File: config.mk
export PLATFORM = sky130hd
export DESIGN_NAME = grid_cell_resolve_core_flat
export DESIGN_NICKNAME = d
export VERILOG_FILES = /design/src/design/gcr_pkg.sv /design/src/design/gcr_if.sv /design/src/design/gcr_setup.sv /design/src/design/gcr_cell.sv /design/src/design/grid_cell_resolve_core.sv /design/src/flat_wrapper.sv
export VERILOG_INCLUDE_DIRS = /design/src /design/src/design
export SDC_FILE = /design/constraint.sdc
export NUM_CORES = 2
export LEC_CHECK = 0
export BUFFER_PORTS_ARGS = -buffer_cell sky130_fd_sc_hd__clkbuf_2
export CAP_MARGIN = 0
export CORE_ASPECT_RATIO = 0.9
export CORE_MARGIN = 1.5
export CORE_UTILIZATION = 40
export CTS_CLUSTER_SIZE = 20
export DETAILED_ROUTE_END_ITERATION = 7
export GPL_TIMING_DRIVEN = 1
export RECOVER_POWER = 50
export SLEW_MARGIN = 20
export SYNTH_ARGS = -nofsm -noshare
export SYNTH_HDL_FRONTEND = slang
export SYNTH_HIERARCHICAL = 1
export SYNTH_SLANG_ARGS = --single-unit
File: constraint.sdc
create_clock -name clock -period 16.9 [get_ports clock]
set_input_delay 3.38 -clock clock [delete_from_list [all_inputs] [get_ports clock]]
set_output_delay 3.38 -clock clock [all_outputs]
set_load 0.005 [all_outputs]
File: src/design/grid_cell_resolve_core_macros.svh
// Assertion macros for the grid cell resolver.
// Used by the top level; expects clock and reset in scope.
`ifndef GRID_CELL_RESOLVE_CORE_MACROS_SVH
`define GRID_CELL_RESOLVE_CORE_MACROS_SVH
`define GCR_ASSERT_SAME(label, ante, cons) \
   label: assert property (@(posedge clock) disable iff (reset) (ante) |-> (cons)) \
      else $error("grid cell resolve check failed");
`define GCR_ASSERT_NEXT(label, ante, cons) \
   label: assert property (@(posedge clock) disable iff (reset) (ante) |=> (cons)) \
      else $error("grid cell resolve check failed");
`endif

File: src/design/gcr_pkg.sv
// Shared types and constants of the grid cell resolver.
// No dependencies.
package gcr_pkg;
   localparam int DEF_MAX_GRID = 64;
   localparam int DEF_COORD_BITS = 32;
   localparam int COUNT_W = 7;
   localparam int TOL_W = 31;
   localparam int INDEX_W = 6;
   localparam int REG_SEL_W = 3;

   typedef enum logic [REG_SEL_W-1:0] {
      REG_BOUNDS_VALID = 3'd0,
      REG_LEFT_EDGE = 3'd1,
      REG_RIGHT_EDGE = 3'd2,
      REG_TOP_EDGE = 3'd3,
      REG_BOTTOM_EDGE = 3'd4,
      REG_GRID_ROWS = 3'd5,
      REG_GRID_COLUMNS = 3'd6,
      REG_EDGE_TOLERANCE = 3'd7
   } reg_index_type;

   typedef struct packed {
      logic valid;
      logic in_box;
      logic ok_x;
      logic ok_y;
   } cell_ctl_type;
endpackage

File: src/design/gcr_if.sv
// Point and result channel interfaces of the grid cell resolver.
// No dependencies.
interface gcr_req_if #(parameter int COORD_BITS = 32);
   logic valid;
   logic ready;
   logic signed [COORD_BITS-1:0] point_x;
   logic signed [COORD_BITS-1:0] point_y;
   logic point_present;
   modport source (output valid, point_x, point_y, point_present, input ready);
   modport sink (input valid, point_x, point_y, point_present, output ready);
endinterface

interface gcr_rsp_if;
   logic valid;
   logic ready;
   logic cell_valid;
   logic [5:0] cell_row;
   logic [5:0] cell_column;
   logic box_hit;
   logic ambiguous;
   modport source (output valid, cell_valid, cell_row, cell_column, box_hit, ambiguous,
                   input ready);
   modport sink (input valid, cell_valid, cell_row, cell_column, box_hit, ambiguous,
                 output ready);
endinterface

File: src/design/gcr_setup.sv
// Cell size unit: divides box width and height by the clamped counts, one bit a cycle.
// Depends on gcr_pkg.
module gcr_setup #(
   parameter int MAX_GRID = 64,
   parameter int COORD_BITS = 32
) (
   input  logic clock,
   input  logic reset,
   input  logic start,
   input  logic signed [COORD_BITS-1:0] left_edge,
   input  logic signed [COORD_BITS-1:0] right_edge,
   input  logic signed [COORD_BITS-1:0] top_edge,
   input  logic signed [COORD_BITS-1:0] bottom_edge,
   input  logic [gcr_pkg::COUNT_W-1:0] grid_rows,
   input  logic [gcr_pkg::COUNT_W-1:0] grid_columns,
   output logic [COORD_BITS-1:0] size_x,
   output logic [COORD_BITS-1:0] size_y,
   output logic [COORD_BITS+gcr_pkg::COUNT_W-1:0] limit_x,
   output logic [COORD_BITS+gcr_pkg::COUNT_W-1:0] limit_y,
   output logic busy
);
   import gcr_pkg::*;

   localparam int CB = COORD_BITS;
   localparam int CNT_W = $clog2(CB + 1);
   localparam int CAP = (MAX_GRID < 127) ? MAX_GRID : 127;

   typedef enum logic [1:0] {S_LOAD, S_DIV, S_MUL, S_DONE} state_type;

   state_type state_ff;
   logic [CB-1:0] dv_x_ff, dv_y_ff;
   logic [COUNT_W:0] rem_x_ff, rem_y_ff;
   logic [CNT_W-1:0] cnt_ff;
   logic [CB+COUNT_W-1:0] limit_x_ff, limit_y_ff;

   logic [COUNT_W-1:0] count_x, count_y;
   logic signed [CB:0] span_x, span_y;
   logic [CB-1:0] width_x_in, width_y_in;
   logic [COUNT_W:0] trial_x, trial_y;
   logic bit_x, bit_y;

   function automatic logic [COUNT_W-1:0] clamp_count(input logic [COUNT_W-1:0] n);
      if (n == '0) return COUNT_W'(1);
      if (n > COUNT_W'(CAP)) return COUNT_W'(CAP);
      return n;
   endfunction

   assign count_x = clamp_count(grid_columns);
   assign count_y = clamp_count(grid_rows);
   assign span_x = $signed({right_edge[CB-1], right_edge}) - $signed({left_edge[CB-1], left_edge});
   assign span_y = $signed({bottom_edge[CB-1], bottom_edge}) - $signed({top_edge[CB-1], top_edge});
   assign width_x_in = span_x[CB] ? '0 : span_x[CB-1:0];
   assign width_y_in = span_y[CB] ? '0 : span_y[CB-1:0];
   assign trial_x = {rem_x_ff[COUNT_W-1:0], dv_x_ff[CB-1]};
   assign trial_y = {rem_y_ff[COUNT_W-1:0], dv_y_ff[CB-1]};
   assign bit_x = trial_x >= {1'b0, count_x};
   assign bit_y = trial_y >= {1'b0, count_y};

   always_ff @(posedge clock) begin
      if (reset || start) begin
         state_ff <= S_LOAD;
      end else begin
         case (state_ff)
            S_LOAD: begin
               dv_x_ff <= width_x_in;
               dv_y_ff <= width_y_in;
               rem_x_ff <= '0;
               rem_y_ff <= '0;
               cnt_ff <= '0;
               state_ff <= S_DIV;
            end
            S_DIV: begin
               rem_x_ff <= bit_x ? trial_x - {1'b0, count_x} : trial_x;
               rem_y_ff <= bit_y ? trial_y - {1'b0, count_y} : trial_y;
               dv_x_ff <= {dv_x_ff[CB-2:0], bit_x};
               dv_y_ff <= {dv_y_ff[CB-2:0], bit_y};
               cnt_ff <= cnt_ff + CNT_W'(1);
               if (cnt_ff == CNT_W'(CB - 1)) state_ff <= S_MUL;
            end
            S_MUL: begin
               limit_x_ff <= (CB+COUNT_W)'(dv_x_ff) * (CB+COUNT_W)'(count_x);
               limit_y_ff <= (CB+COUNT_W)'(dv_y_ff) * (CB+COUNT_W)'(count_y);
               state_ff <= S_DONE;
            end
            default: state_ff <= S_DONE;
         endcase
      end
   end

   assign size_x = dv_x_ff;
   assign size_y = dv_y_ff;
   assign limit_x = limit_x_ff;
   assign limit_y = limit_y_ff;
   assign busy = state_ff != S_DONE;
endmodule

File: src/design/gcr_cell.sv
// One restoring division step on both axes, holding one point and taking one point per cycle while advance is high.
// Depends on gcr_pkg.
module gcr_cell #(
   parameter int COORD_BITS = 32,
   parameter int QUOT_BITS = 6,
   parameter int BIT_POS = 0
) (
   input  logic clock,
   input  logic reset,
   input  logic advance,
   input  gcr_pkg::cell_ctl_type ctl_in,
   input  logic [COORD_BITS-1:0] rem_x_in,
   input  logic [COORD_BITS-1:0] rem_y_in,
   input  logic [QUOT_BITS-1:0] q_x_in,
   input  logic [QUOT_BITS-1:0] q_y_in,
   input  logic [COORD_BITS-1:0] size_x,
   input  logic [COORD_BITS-1:0] size_y,
   output gcr_pkg::cell_ctl_type ctl_out,
   output logic [COORD_BITS-1:0] rem_x_out,
   output logic [COORD_BITS-1:0] rem_y_out,
   output logic [QUOT_BITS-1:0] q_x_out,
   output logic [QUOT_BITS-1:0] q_y_out
);
   import gcr_pkg::*;

   localparam int SW = COORD_BITS + QUOT_BITS;

   cell_ctl_type ctl_ff;
   logic [COORD_BITS-1:0] rem_x_ff, rem_y_ff, rem_x_in_w, rem_y_in_w;
   logic [QUOT_BITS-1:0] q_x_ff, q_y_ff;
   logic [SW-1:0] div_x, div_y, diff_x, diff_y;
   logic ge_x, ge_y;

   assign div_x = SW'(size_x) << BIT_POS;
   assign div_y = SW'(size_y) << BIT_POS;
   assign ge_x = SW'(rem_x_in) >= div_x;
   assign ge_y = SW'(rem_y_in) >= div_y;
   assign diff_x = SW'(rem_x_in) - div_x;
   assign diff_y = SW'(rem_y_in) - div_y;
   assign rem_x_in_w = ge_x ? diff_x[COORD_BITS-1:0] : rem_x_in;
   assign rem_y_in_w = ge_y ? diff_y[COORD_BITS-1:0] : rem_y_in;

   always_ff @(posedge clock) begin
      if (reset) begin
         ctl_ff <= '0;
      end else if (advance) begin
         ctl_ff <= ctl_in;
      end
   end

   always_ff @(posedge clock) begin
      if (advance) begin
         rem_x_ff <= rem_x_in_w;
         rem_y_ff <= rem_y_in_w;
         q_x_ff <= q_x_in | (ge_x ? QUOT_BITS'(1) << BIT_POS : '0);
         q_y_ff <= q_y_in | (ge_y ? QUOT_BITS'(1) << BIT_POS : '0);
      end
   end

   assign ctl_out = ctl_ff;
   assign rem_x_out = rem_x_ff;
   assign rem_y_out = rem_y_ff;
   assign q_x_out = q_x_ff;
   assign q_y_out = q_y_ff;
endmodule

File: src/design/grid_cell_resolve_core.sv
// Grid cell resolver: maps each floor point (signed Q16.16) to a row and column of the
// calibrated playable box. One point is accepted every cycle while the result channel and
// the cell size unit do not hold it; each point passes the entry register, one chain cell
// per quotient bit and the output register. After reset and after every register write the
// cell size unit divides the box by the counts one bit a cycle; no point is accepted until
// it finishes. Depends on gcr_pkg, gcr_if, gcr_setup, gcr_cell and the macros.
module grid_cell_resolve_core #(
   parameter int MAX_GRID = gcr_pkg::DEF_MAX_GRID,
   parameter int COORD_BITS = gcr_pkg::DEF_COORD_BITS,
   localparam int DATA_W = (COORD_BITS > 32) ? 64 : 32,
   localparam int ADDR_W = gcr_pkg::REG_SEL_W + ((DATA_W == 64) ? 3 : 2)
) (
   input  logic clock,
   input  logic reset,
   gcr_req_if.sink req_in,
   gcr_rsp_if.source rsp_out,
   input  logic csr_psel,
   input  logic csr_penable,
   input  logic csr_pwrite,
   input  logic [ADDR_W-1:0] csr_paddr,
   input  logic [DATA_W-1:0] csr_pwdata,
   output logic [DATA_W-1:0] csr_prdata,
   output logic csr_pready
);
   import gcr_pkg::*;
   `include "grid_cell_resolve_core_macros.svh"

   localparam int CB = COORD_BITS;
   localparam int CAP = (MAX_GRID < 127) ? MAX_GRID : 127;
   localparam int QB = (CAP > 1) ? $clog2(CAP) : 1;
   localparam int LW = CB + COUNT_W;
   localparam int TW = ((CB > TOL_W) ? CB : TOL_W) + 1;

   logic bounds_ff;
   logic signed [CB-1:0] left_ff, right_ff, top_ff, bottom_ff;
   logic [COUNT_W-1:0] rows_ff, cols_ff;
   logic [TOL_W-1:0] tol_ff;
   reg_index_type reg_sel;
   logic cfg_wr;

   logic [CB-1:0] size_x, size_y;
   logic [LW-1:0] limit_x, limit_y;
   logic setup_busy;

   cell_ctl_type ctl_w [0:QB];
   logic [CB-1:0] rem_x_w [0:QB];
   logic [CB-1:0] rem_y_w [0:QB];
   logic [QB-1:0] q_x_w [0:QB];
   logic [QB-1:0] q_y_w [0:QB];
   logic adv [0:QB+1];

   cell_ctl_type ctl0_in;
   logic signed [CB:0] rel_x_full, rel_y_full;

   logic rsp_v_ff, cell_valid_ff, box_hit_ff, ambiguous_ff;
   logic [INDEX_W-1:0] row_ff, col_ff;
   logic clear_x, clear_y, cell_valid_in;

   assign reg_sel = reg_index_type'(csr_paddr[ADDR_W-1 -: REG_SEL_W]);
   assign cfg_wr = csr_psel && csr_penable && csr_pwrite && csr_pready;
   assign csr_pready = 1'b1;

   always_ff @(posedge clock) begin
      if (reset) begin
         bounds_ff <= 1'b0;
         left_ff <= '0;
         right_ff <= '0;
         top_ff <= '0;
         bottom_ff <= '0;
         rows_ff <= COUNT_W'(1);
         cols_ff <= COUNT_W'(1);
         tol_ff <= '0;
      end else if (cfg_wr) begin
         case (reg_sel)
            REG_BOUNDS_VALID: bounds_ff <= csr_pwdata[0];
            REG_LEFT_EDGE: left_ff <= csr_pwdata[CB-1:0];
            REG_RIGHT_EDGE: right_ff <= csr_pwdata[CB-1:0];
            REG_TOP_EDGE: top_ff <= csr_pwdata[CB-1:0];
            REG_BOTTOM_EDGE: bottom_ff <= csr_pwdata[CB-1:0];
            REG_GRID_ROWS: rows_ff <= csr_pwdata[COUNT_W-1:0];
            REG_GRID_COLUMNS: cols_ff <= csr_pwdata[COUNT_W-1:0];
            REG_EDGE_TOLERANCE: tol_ff <= csr_pwdata[TOL_W-1:0];
            default: bounds_ff <= bounds_ff;
         endcase
      end
   end

   always_comb begin
      case (reg_sel)
         REG_BOUNDS_VALID: csr_prdata = DATA_W'(bounds_ff);
         REG_LEFT_EDGE: csr_prdata = DATA_W'(left_ff);
         REG_RIGHT_EDGE: csr_prdata = DATA_W'(right_ff);
         REG_TOP_EDGE: csr_prdata = DATA_W'(top_ff);
         REG_BOTTOM_EDGE: csr_prdata = DATA_W'(bottom_ff);
         REG_GRID_ROWS: csr_prdata = DATA_W'(rows_ff);
         REG_GRID_COLUMNS: csr_prdata = DATA_W'(cols_ff);
         REG_EDGE_TOLERANCE: csr_prdata = DATA_W'(tol_ff);
         default: csr_prdata = '0;
      endcase
   end

   gcr_setup #(.MAX_GRID(MAX_GRID), .COORD_BITS(COORD_BITS)) u_setup (
      .clock(clock),
      .reset(reset),
      .start(cfg_wr),
      .left_edge(left_ff),
      .right_edge(right_ff),
      .top_edge(top_ff),
      .bottom_edge(bottom_ff),
      .grid_rows(rows_ff),
      .grid_columns(cols_ff),
      .size_x(size_x),
      .size_y(size_y),
      .limit_x(limit_x),
      .limit_y(limit_y),
      .busy(setup_busy)
   );

   assign req_in.ready = adv[0] && !setup_busy;

   assign rel_x_full = $signed({req_in.point_x[CB-1], req_in.point_x})
                     - $signed({left_ff[CB-1], left_ff});
   assign rel_y_full = $signed({req_in.point_y[CB-1], req_in.point_y})
                     - $signed({top_ff[CB-1], top_ff});

   always_comb begin
      ctl0_in.valid = req_in.valid && !setup_busy;
      ctl0_in.in_box = req_in.point_present && bounds_ff
                    && req_in.point_x >= left_ff && req_in.point_x <= right_ff
                    && req_in.point_y >= top_ff && req_in.point_y <= bottom_ff;
      ctl0_in.ok_x = size_x != '0 && LW'(rel_x_full[CB-1:0]) < limit_x;
      ctl0_in.ok_y = size_y != '0 && LW'(rel_y_full[CB-1:0]) < limit_y;
   end

   always_ff @(posedge clock) begin
      if (reset) begin
         ctl_w[0] <= '0;
      end else if (adv[0]) begin
         ctl_w[0] <= ctl0_in;
      end
   end

   always_ff @(posedge clock) begin
      if (adv[0]) begin
         rem_x_w[0] <= rel_x_full[CB-1:0];
         rem_y_w[0] <= rel_y_full[CB-1:0];
      end
   end

   assign q_x_w[0] = '0;
   assign q_y_w[0] = '0;

   for (genvar k = 0; k <= QB; k++) begin : g_adv
      assign adv[k] = !ctl_w[k].valid || adv[k+1];
   end
   assign adv[QB+1] = !rsp_v_ff || rsp_out.ready;

   for (genvar k = 0; k < QB; k++) begin : g_cell
      gcr_cell #(.COORD_BITS(COORD_BITS), .QUOT_BITS(QB), .BIT_POS(QB - 1 - k)) u_cell (
         .clock(clock),
         .reset(reset),
         .advance(adv[k+1]),
         .ctl_in(ctl_w[k]),
         .rem_x_in(rem_x_w[k]),
         .rem_y_in(rem_y_w[k]),
         .q_x_in(q_x_w[k]),
         .q_y_in(q_y_w[k]),
         .size_x(size_x),
         .size_y(size_y),
         .ctl_out(ctl_w[k+1]),
         .rem_x_out(rem_x_w[k+1]),
         .rem_y_out(rem_y_w[k+1]),
         .q_x_out(q_x_w[k+1]),
         .q_y_out(q_y_w[k+1])
      );
   end

   assign clear_x = TW'(rem_x_w[QB]) > TW'(tol_ff)
                 && (TW'(size_x) - TW'(rem_x_w[QB])) > TW'(tol_ff);
   assign clear_y = TW'(rem_y_w[QB]) > TW'(tol_ff)
                 && (TW'(size_y) - TW'(rem_y_w[QB])) > TW'(tol_ff);
   assign cell_valid_in = ctl_w[QB].in_box && ctl_w[QB].ok_x && ctl_w[QB].ok_y
                       && clear_x && clear_y;

   always_ff @(posedge clock) begin
      if (reset) begin
         rsp_v_ff <= 1'b0;
      end else if (adv[QB+1]) begin
         rsp_v_ff <= ctl_w[QB].valid;
      end
   end

   always_ff @(posedge clock) begin
      if (adv[QB+1]) begin
         cell_valid_ff <= cell_valid_in;
         row_ff <= cell_valid_in ? INDEX_W'(q_y_w[QB]) : '0;
         col_ff <= cell_valid_in ? INDEX_W'(q_x_w[QB]) : '0;
         box_hit_ff <= ctl_w[QB].in_box;
         ambiguous_ff <= ctl_w[QB].in_box && !cell_valid_in;
      end
   end

   assign rsp_out.valid = rsp_v_ff;
   assign rsp_out.cell_valid = cell_valid_ff;
   assign rsp_out.cell_row = row_ff;
   assign rsp_out.cell_column = col_ff;
   assign rsp_out.box_hit = box_hit_ff;
   assign rsp_out.ambiguous = ambiguous_ff;

   `GCR_ASSERT_NEXT(a_write_restarts_setup, cfg_wr, setup_busy)
   `GCR_ASSERT_SAME(a_invalid_cell_zero, rsp_v_ff && !cell_valid_ff, row_ff == '0 && col_ff == '0)
   `GCR_ASSERT_SAME(a_ambiguous_in_box, rsp_v_ff && ambiguous_ff, box_hit_ff && !cell_valid_ff)
endmodule

File: src/flat_wrapper.sv
// flat-port wrapper written by rule: the top's interface ports become plain ports
module grid_cell_resolve_core_flat import gcr_pkg::*;
#(
   parameter int MAX_GRID = gcr_pkg::DEF_MAX_GRID,
   parameter int COORD_BITS = gcr_pkg::DEF_COORD_BITS,
   localparam int DATA_W = (COORD_BITS > 32) ? 64 : 32,
   localparam int ADDR_W = gcr_pkg::REG_SEL_W + ((DATA_W == 64) ? 3 : 2)
)
  (clock, reset, csr_psel, csr_penable, csr_pwrite, csr_paddr, csr_pwdata, csr_prdata, csr_pready, req_in_valid, req_in_point_x, req_in_point_y, req_in_point_present, req_in_ready, rsp_out_valid, rsp_out_cell_valid, rsp_out_cell_row, rsp_out_cell_column, rsp_out_box_hit, rsp_out_ambiguous, rsp_out_ready);
  gcr_req_if #(.COORD_BITS(COORD_BITS)) req_in_i ();
  gcr_rsp_if rsp_out_i ();
  input  logic clock;
  input  logic reset;
  input  logic csr_psel;
  input  logic csr_penable;
  input  logic csr_pwrite;
  input  logic [ADDR_W-1:0] csr_paddr;
  input  logic [DATA_W-1:0] csr_pwdata;
  output logic [DATA_W-1:0] csr_prdata;
  output logic csr_pready;
  input wire logic [$bits(req_in_i.valid)-1:0] req_in_valid;
  input wire logic [$bits(req_in_i.point_x)-1:0] req_in_point_x;
  input wire logic [$bits(req_in_i.point_y)-1:0] req_in_point_y;
  input wire logic [$bits(req_in_i.point_present)-1:0] req_in_point_present;
  output wire logic [$bits(req_in_i.ready)-1:0] req_in_ready;
  output wire logic [$bits(rsp_out_i.valid)-1:0] rsp_out_valid;
  output wire logic [$bits(rsp_out_i.cell_valid)-1:0] rsp_out_cell_valid;
  output wire logic [$bits(rsp_out_i.cell_row)-1:0] rsp_out_cell_row;
  output wire logic [$bits(rsp_out_i.cell_column)-1:0] rsp_out_cell_column;
  output wire logic [$bits(rsp_out_i.box_hit)-1:0] rsp_out_box_hit;
  output wire logic [$bits(rsp_out_i.ambiguous)-1:0] rsp_out_ambiguous;
  input wire logic [$bits(rsp_out_i.ready)-1:0] rsp_out_ready;
  assign req_in_i.valid = req_in_valid;
  assign req_in_i.point_x = req_in_point_x;
  assign req_in_i.point_y = req_in_point_y;
  assign req_in_i.point_present = req_in_point_present;
  assign req_in_ready = req_in_i.ready;
  assign rsp_out_valid = rsp_out_i.valid;
  assign rsp_out_cell_valid = rsp_out_i.cell_valid;
  assign rsp_out_cell_row = rsp_out_i.cell_row;
  assign rsp_out_cell_column = rsp_out_i.cell_column;
  assign rsp_out_box_hit = rsp_out_i.box_hit;
  assign rsp_out_ambiguous = rsp_out_i.ambiguous;
  assign rsp_out_i.ready = rsp_out_ready;
  grid_cell_resolve_core #(.MAX_GRID(MAX_GRID), .COORD_BITS(COORD_BITS)) u_core (.clock(clock), .reset(reset), .req_in(req_in_i), .rsp_out(rsp_out_i), .csr_psel(csr_psel), .csr_penable(csr_penable), .csr_pwrite(csr_pwrite), .csr_paddr(csr_paddr), .csr_pwdata(csr_pwdata), .csr_prdata(csr_prdata), .csr_pready(csr_pready));
endmodule
-- After elaboration in Yosys (flattened, before gate mapping)
Index checks and enable logic that the tools add are counted.
- flip-flop bits (word level): 902
- input port bits: 109
- output and inout bits: 50
- add/subtract/negate cells: 21
- multipliers: 2
- order comparisons: 26
- equal/unequal tests: 12
- multiplexer cells: 50
- bitwise logic cells: 11
- reductions and logical operators: 54
- operator list (kind ; number):
    $mux W32 ; 14
    $sub A32 B32 Y32 ; 14
    $pmux W32 S8 ; 1
    $sub A32 B32 Y33 ; 4
    $ge A32 B32 Y1 ; 4
    $pmux W32 S2 ; 2
    $lt A32 B39 Y1 ; 2
    $mul A32 B7 Y39 ; 2
    $ge A32 B37 Y1 ; 2
    $ge A32 B36 Y1 ; 2
    $ge A32 B35 Y1 ; 2
    $mux W7 ; 10
    $ge A32 B34 Y1 ; 2
    $ge A32 B33 Y1 ; 2
    $gt A33 B31 Y1 ; 2
    $gt A32 B31 Y1 ; 2
    $le A32 B32 Y1 ; 2
    $reduce_bool A32 Y1 ; 2
    $pmux W7 S2 ; 2
    $reduce_and A2 Y1 ; 10
    $logic_and A1 B1 Y1 ; 18
    $ge A8 B7 Y1 ; 2
    $gt A7 B7 Y1 const B ; 2
    $logic_not A7 Y1 ; 2
    28 further kinds ; 69

-- Depth between registers and ports, before layout
- depth in word-level cells: 10
- mapped depth: 25
- gate-level depth less buffers: 25

-- By module
The synthesis kept the hierarchy.
- modules (own cells, without submodules) (module ; times used ; cells an instance ; area an instance (um^2)):
    gcr_setup ; 1 ; 2560 ; 23875.4
    grid_cell_resolve_core ; 1 ; 2890 ; 22750.6
    gcr_cell (u_core.g_cell[5].u_cell) ; 1 ; 797 ; 7133.1
    gcr_cell (u_core.g_cell[3].u_cell) ; 1 ; 692 ; 6796.5
    gcr_cell (u_core.g_cell[2].u_cell) ; 1 ; 702 ; 6740.2
    gcr_cell (u_core.g_cell[4].u_cell) ; 1 ; 722 ; 6735.2
    gcr_cell (u_core.g_cell[1].u_cell) ; 1 ; 658 ; 6374.9
    gcr_cell (u_core.g_cell[0].u_cell) ; 1 ; 667 ; 6297.3

-- Worst setup path before layout
No wires, ideal clock.
- kind: input-to-reg
- start: in csr_pwrite
- end: reg u_core.u_setup.limit_x_ff[0], in the netlist u_core/u_setup/limit_x[0], enable pin
- setup time: 0.737 ns
- arrival: 11.765 ns
- slack: 4.398 ns
- stages: 3
- path buffers: 1
- cells stage by stage: and3_1 -> clkbuf_1 -> nor4b_1
- longest elaborated chain between the ends: 4
- ends and longest elaborated chain (item ; RTL line ; source):
    start: declaration ; flat_wrapper.sv:16 ; input logic csr_pwrite;
    $logic_and A1 B1 Y1 ; grid_cell_resolve_core.sv:60 ; assign cfg_wr = csr_psel && csr_penable && csr_pwrite && csr_pready;
    net u_core.cfg_wr ; grid_cell_resolve_core.sv:39 ; logic cfg_wr;
    $logic_or A1 B1 Y1 ; gcr_setup.sv:60 ; if (reset || start) begin
    $not A1 Y1 (no source line) ; - ;
    $reduce_and A2 Y1 (no source line) ; - ;
    end signal: assignment ; gcr_setup.sv:81 ; limit_x_ff <= (CB+COUNT_W)'(dv_x_ff) * (CB+COUNT_W)'(count_x);
    end: declaration ; gcr_setup.sv:34 ; logic [CB+COUNT_W-1:0] limit_x_ff, limit_y_ff;
The timed path passes the listed nets, and every way through them passes these cells.
A chain may end at the register's enable or synchronous reset.

-- Worst setup path after layout
- start: in csr_paddr[2]
- end: out csr_prdata[29]
- longest elaborated chain between the ends: 2
- elaborated cells between the ends (all ways): 9
- those cells by class: eq/ne: 7; mux: 1; reduce/logical: 1
- ends and longest elaborated chain (item ; RTL line ; source):
    start: declaration ; flat_wrapper.sv:17 ; input logic [ADDR_W-1:0] csr_paddr;
    $eq A3 B3 Y1, or another cell as far along ; grid_cell_resolve_core.sv:89 ; case (reg_sel)
    $pmux W32 S8 (*) ; grid_cell_resolve_core.sv:89 ;
    end: declaration ; flat_wrapper.sv:19 ; output logic [DATA_W-1:0] csr_prdata;
Every way passes the cells marked *; elsewhere a longest branch is shown, timed or not.

==> impl_metrics.json <==
{
  "outcome": "finished, violations left",
  "violations": "max-capacitance violations, max-slew violations",
  "p_clk_share_pct": 19.6,
  "synth_seq_cells": 902,
  "seqPwrFrac_pct": 28.0,
  "fp.dieH_um": 444.7,
  "slowest_delay_ps": 2290,
  "drv_cap": 26,
  "cts-root-buf": "clkbuf_16",
  "ys_top_cells_by_count": "1163 x inv_1, 1019 x nand2_1, 927 x ha_1, 768 x a21oi_1, 697 x edfxtp_1",
  "synth_ff_type": "edfxtp_1",
  "min_path_type": "flip-flop to flip-flop",
  "grtUsageMet3_pct": 3.074,
  "power.static_leakage_nw": 40.91,
  "clkSinkCount": 902,
  "cts_setup_buffers": 0,
  "vias": 73270,
  "area_growth_pct": 7.478,
  "ios": 159,
  "wl_mm": 292.8,
  "ys_top_cells_by_area": "edfxtp_1 24%, ha_1 13%, fa_1 7.3%, inv_1 5.0%, dfxtp_1 4.7%",
  "dp_cells": 12500,
  "grt_util_met1_pct": 35.64,
  "internal-power_mw": 6.883,
  "slew_headroom_pct": -224.8,
  "grt_max_degree": 90,
  "grt_antenna_before_repair": 14,
  "gp_congestion": 0.9802,
  "core-area_mm2": 0.2147,
  "clk_pin_slew_worst_paths_ps": 60,
  "hold_buffers": 0,
  "cts_buffer_depth": 3,
  "first_global_vias": 70170,
  "powerDensity_mw_per_mm2": 128.5,
  "p_sw_mw": 5.092,
  "grt_pass1_wl_mm": 435.8,
  "numCtsBuffers": 106,
  "fmax_ghz": 0.08873,
  "cts_tree": "built",
  "top_usage_layer": "met2",
  "synth.avg_cell_area_um2": 8.950,
  "fin_nets": 11110,
  "drc": 0,
  "crit_chain": "clkbuf_2 -> clkbuf_1 -> and2_1 -> a22oi_1 -> a21oi_1 -> clkbuf_2",
  "drtAntennaViolNets": 0,
  "crit_type": "input pin to primary output",
  "num_rows": 161,
  "synth_largest_area_cell": "edfxtp_1",
  "worstMarginPinSlew_ps": 4871,
  "ir_drop_uv": 91.81,
  "wl_per_cell_um": 23.05,
  "start_util_pct": 40.38,
  "synth_seq_area_share_pct": 28.87,
  "firstDrtPassIters": 6,
  "slew_violations": 1065,
  "cts_max_level": 3,
  "layout.cells.non_filler": 12700,
  "critPathTopFamily": "buffers and inverters",
  "dieWidth_um": 493.8,
  "tns_ps": 0,
  "critPathCaptureType": "primary output",
  "netSwitchingFraction_pct": 42.52,
  "period_share_pct": 66.68,
  "grt_use_met2_pct": 40.71,
  "hold_violations": 0,
  "hpwl_mm": 222.4,
  "grt_use_total_pct": 26.05,
  "synthArstFlopShare_pct": 0,
  "drt_iter0_drc": 6761,
  "critPathMaxFanout": 75,
  "io_buffers": 155,
  "netlist_area_mm2": 0.08670,
  "syn-instance-count": 9688,
  "setup_slack_ps": 5630,
  "yosys_warnings": 6,
  "finalSetupViolCount": 0,
  "synth.distinct_cells": 150,
  "stdcell_area_mm2": 0.09319,
  "crit_path_start_kind": "input pin",
  "required_ps": 13520,
  "worst-path-buf-inv": 3,
  "viasPerCell": 5.769,
  "pre_cts_ws_ps": 6567,
  "yosysMostFrequentCell": "inv_1",
  "period_minus_slack_ps": 11270,
  "finalPower_mw": 11.98,
  "synth_edf_count": 697,
  "grt-ovfl-total": 0,
  "slowest_stage": "clkbuf_1",
  "combPwrFrac_pct": 52.5,
  "drive_gt1_share_pct": 6.758,
  "clock_latency_ps": 780,
  "clock_skew_ps": 63.76,
  "cts_resized": 0,
  "rsz0062_at_grt": "no",
  "cp_common_cell": "clkbuf_2",
  "synth_top_area_share_pct": 24.14,
  "die_area_mm2": 0.2196,
  "place_area_mm2": 0.09047,
  "crit_arrival_ps": 7890
}
registers in the layout, indices dropped and copies added, names as in the netlist, 32 cells and up:
register,flops
u_core/left_ff,32
u_core/rem_y_w,32
u_core/rem_x_w,32
u_core/g_cell.u_cell/rem_x_out,192
u_core/u_setup/limit_y,39
u_core/u_setup/limit_x,39
u_core/right_ff,32
u_core/g_cell.u_cell/q_y_out,36
u_core/g_cell.u_cell/rem_y_out,192
u_core/u_setup/size_y,32
u_core/g_cell.u_cell/q_x_out,36
u_core/bottom_ff,32
u_core/u_setup/size_x,32
u_core/top_ff,32
through the flow:
stage | utilization, % | hold WS, ps
floorplan | - | 400.3
global placement | 42.13 | 400.7
detailed placement | 42.13 | 404.5
CTS | 43.76 | 418.6
global route | 43.39 | 420.9
finish | 43.40 | 416.3
kinds of logic after synthesis:
group | Yosys count | share of synthesized area [%]
flip-flops | 902 | 28.87
AO/OA/AOI/OAI | 2539 | 19.40
other | 2 | 0.008662
multiplexers | 222 | 3.228
adder cells (fa/ha/maj) | 1245 | 20.72
AND/OR/NAND/NOR | 2796 | 15.86
buffers and inverters | 1486 | 6.899
XOR/XNOR | 496 | 5.010
area by class of cell:
cell class                 instances  area (µm²)
antenna                            9       22.52
timing repair buffer             267        1535
multi-input combinational       7311       55150
tap                             2852        3568
inverter                        1165        4377
sequential                       902       25030
clock buffer                     123        2821
clock inverter                    72       676.9
fill                           21240      121600
cells in the final DEF (no fill, tap or decap), types with 29 or more instances in the layout:
cell / count
mux2i_1: 61
o211ai_1: 51
clkbuf_1: 40
a31oi_1: 74
nand3_1: 141
a211oi_1: 78
clkbuf_16: 110
a22o_1: 31
dfxtp_1: 205
nand4_1: 139
nor4_1: 63
nand2_1: 1019
a21oi_1: 771
mux2_2: 53
o21ai_0: 537
a221oi_1: 42
a22oi_1: 29
fa_1: 318
mux2_1: 78
and2_1: 351
buf_4: 92
and3_1: 82
inv_1: 1161
nor3_1: 134
a21o_1: 328
xor2_1: 199
o31ai_1: 54
o21a_1: 113
ha_1: 927
o21bai_1: 68
nor2b_1: 103
nor2_1: 471
nand2b_1: 84
edfxtp_1: 697
xnor2_1: 297
clkbuf_2: 144
routing by layer:
metal  wire length [µm]  part of all wire, %
met5                  0                    0
met4              16790                  5.7
met3              18650                  6.4
met2             127900                   44
met1             129500                   44
power groups by stage:
stage | sequential, mW | clock (mW) | combinational [mW]
after floorplan | 3.20 | 0 | 4.88
after global placement | 3.37 | 0 | 6.19
after detailed placement | 3.37 | 0 | 6.31
after CTS | 3.34 | 2.40 | 6.37
after global routing | 3.38 | 2.48 | 6.95
final | 3.35 | 2.34 | 6.28
final timing paths:
kind / start / slack (ps) / endpoint / cells after the start
setup / recovery: csr_paddr[2] / 5630 / csr_prdata[29] / 6
hold / removal: u_core/g_cell[0].u_cell/q_x_out[1]$_DFFE_PP_ / 420 / u_core/g_cell[1].u_cell/q_x_out[1]$_DFFE_PP_ / 0
setup reg to reg: u_core/rows_ff[6]$_SDFFE_PP0P_ / 7500 / u_core/u_setup/limit_y[37]$_DFFE_PP_ / 19
hold reg to reg: u_core/g_cell[0].u_cell/q_x_out[1]$_DFFE_PP_ / 420 / u_core/g_cell[1].u_cell/q_x_out[1]$_DFFE_PP_ / 0
worst register-to-register path, stage by stage, from the launching register on:
cell and delay (ps):
dfxtp_1 300, clkbuf_1 1660, nor2b_1 1570, and2_1 650, fa_1 580, fa_1 450
fa_1 540, inv_1 60, fa_1 520, inv_1 40, ha_1 360, a21oi_1 170
o21ai_0 150, a221oi_1 400, a31oi_1 210, o21ai_0 370, a21oi_1 160, a41oi_1 550
o21ai_0 220, xor2_1 190
Power figures use the tool's default switching activity.
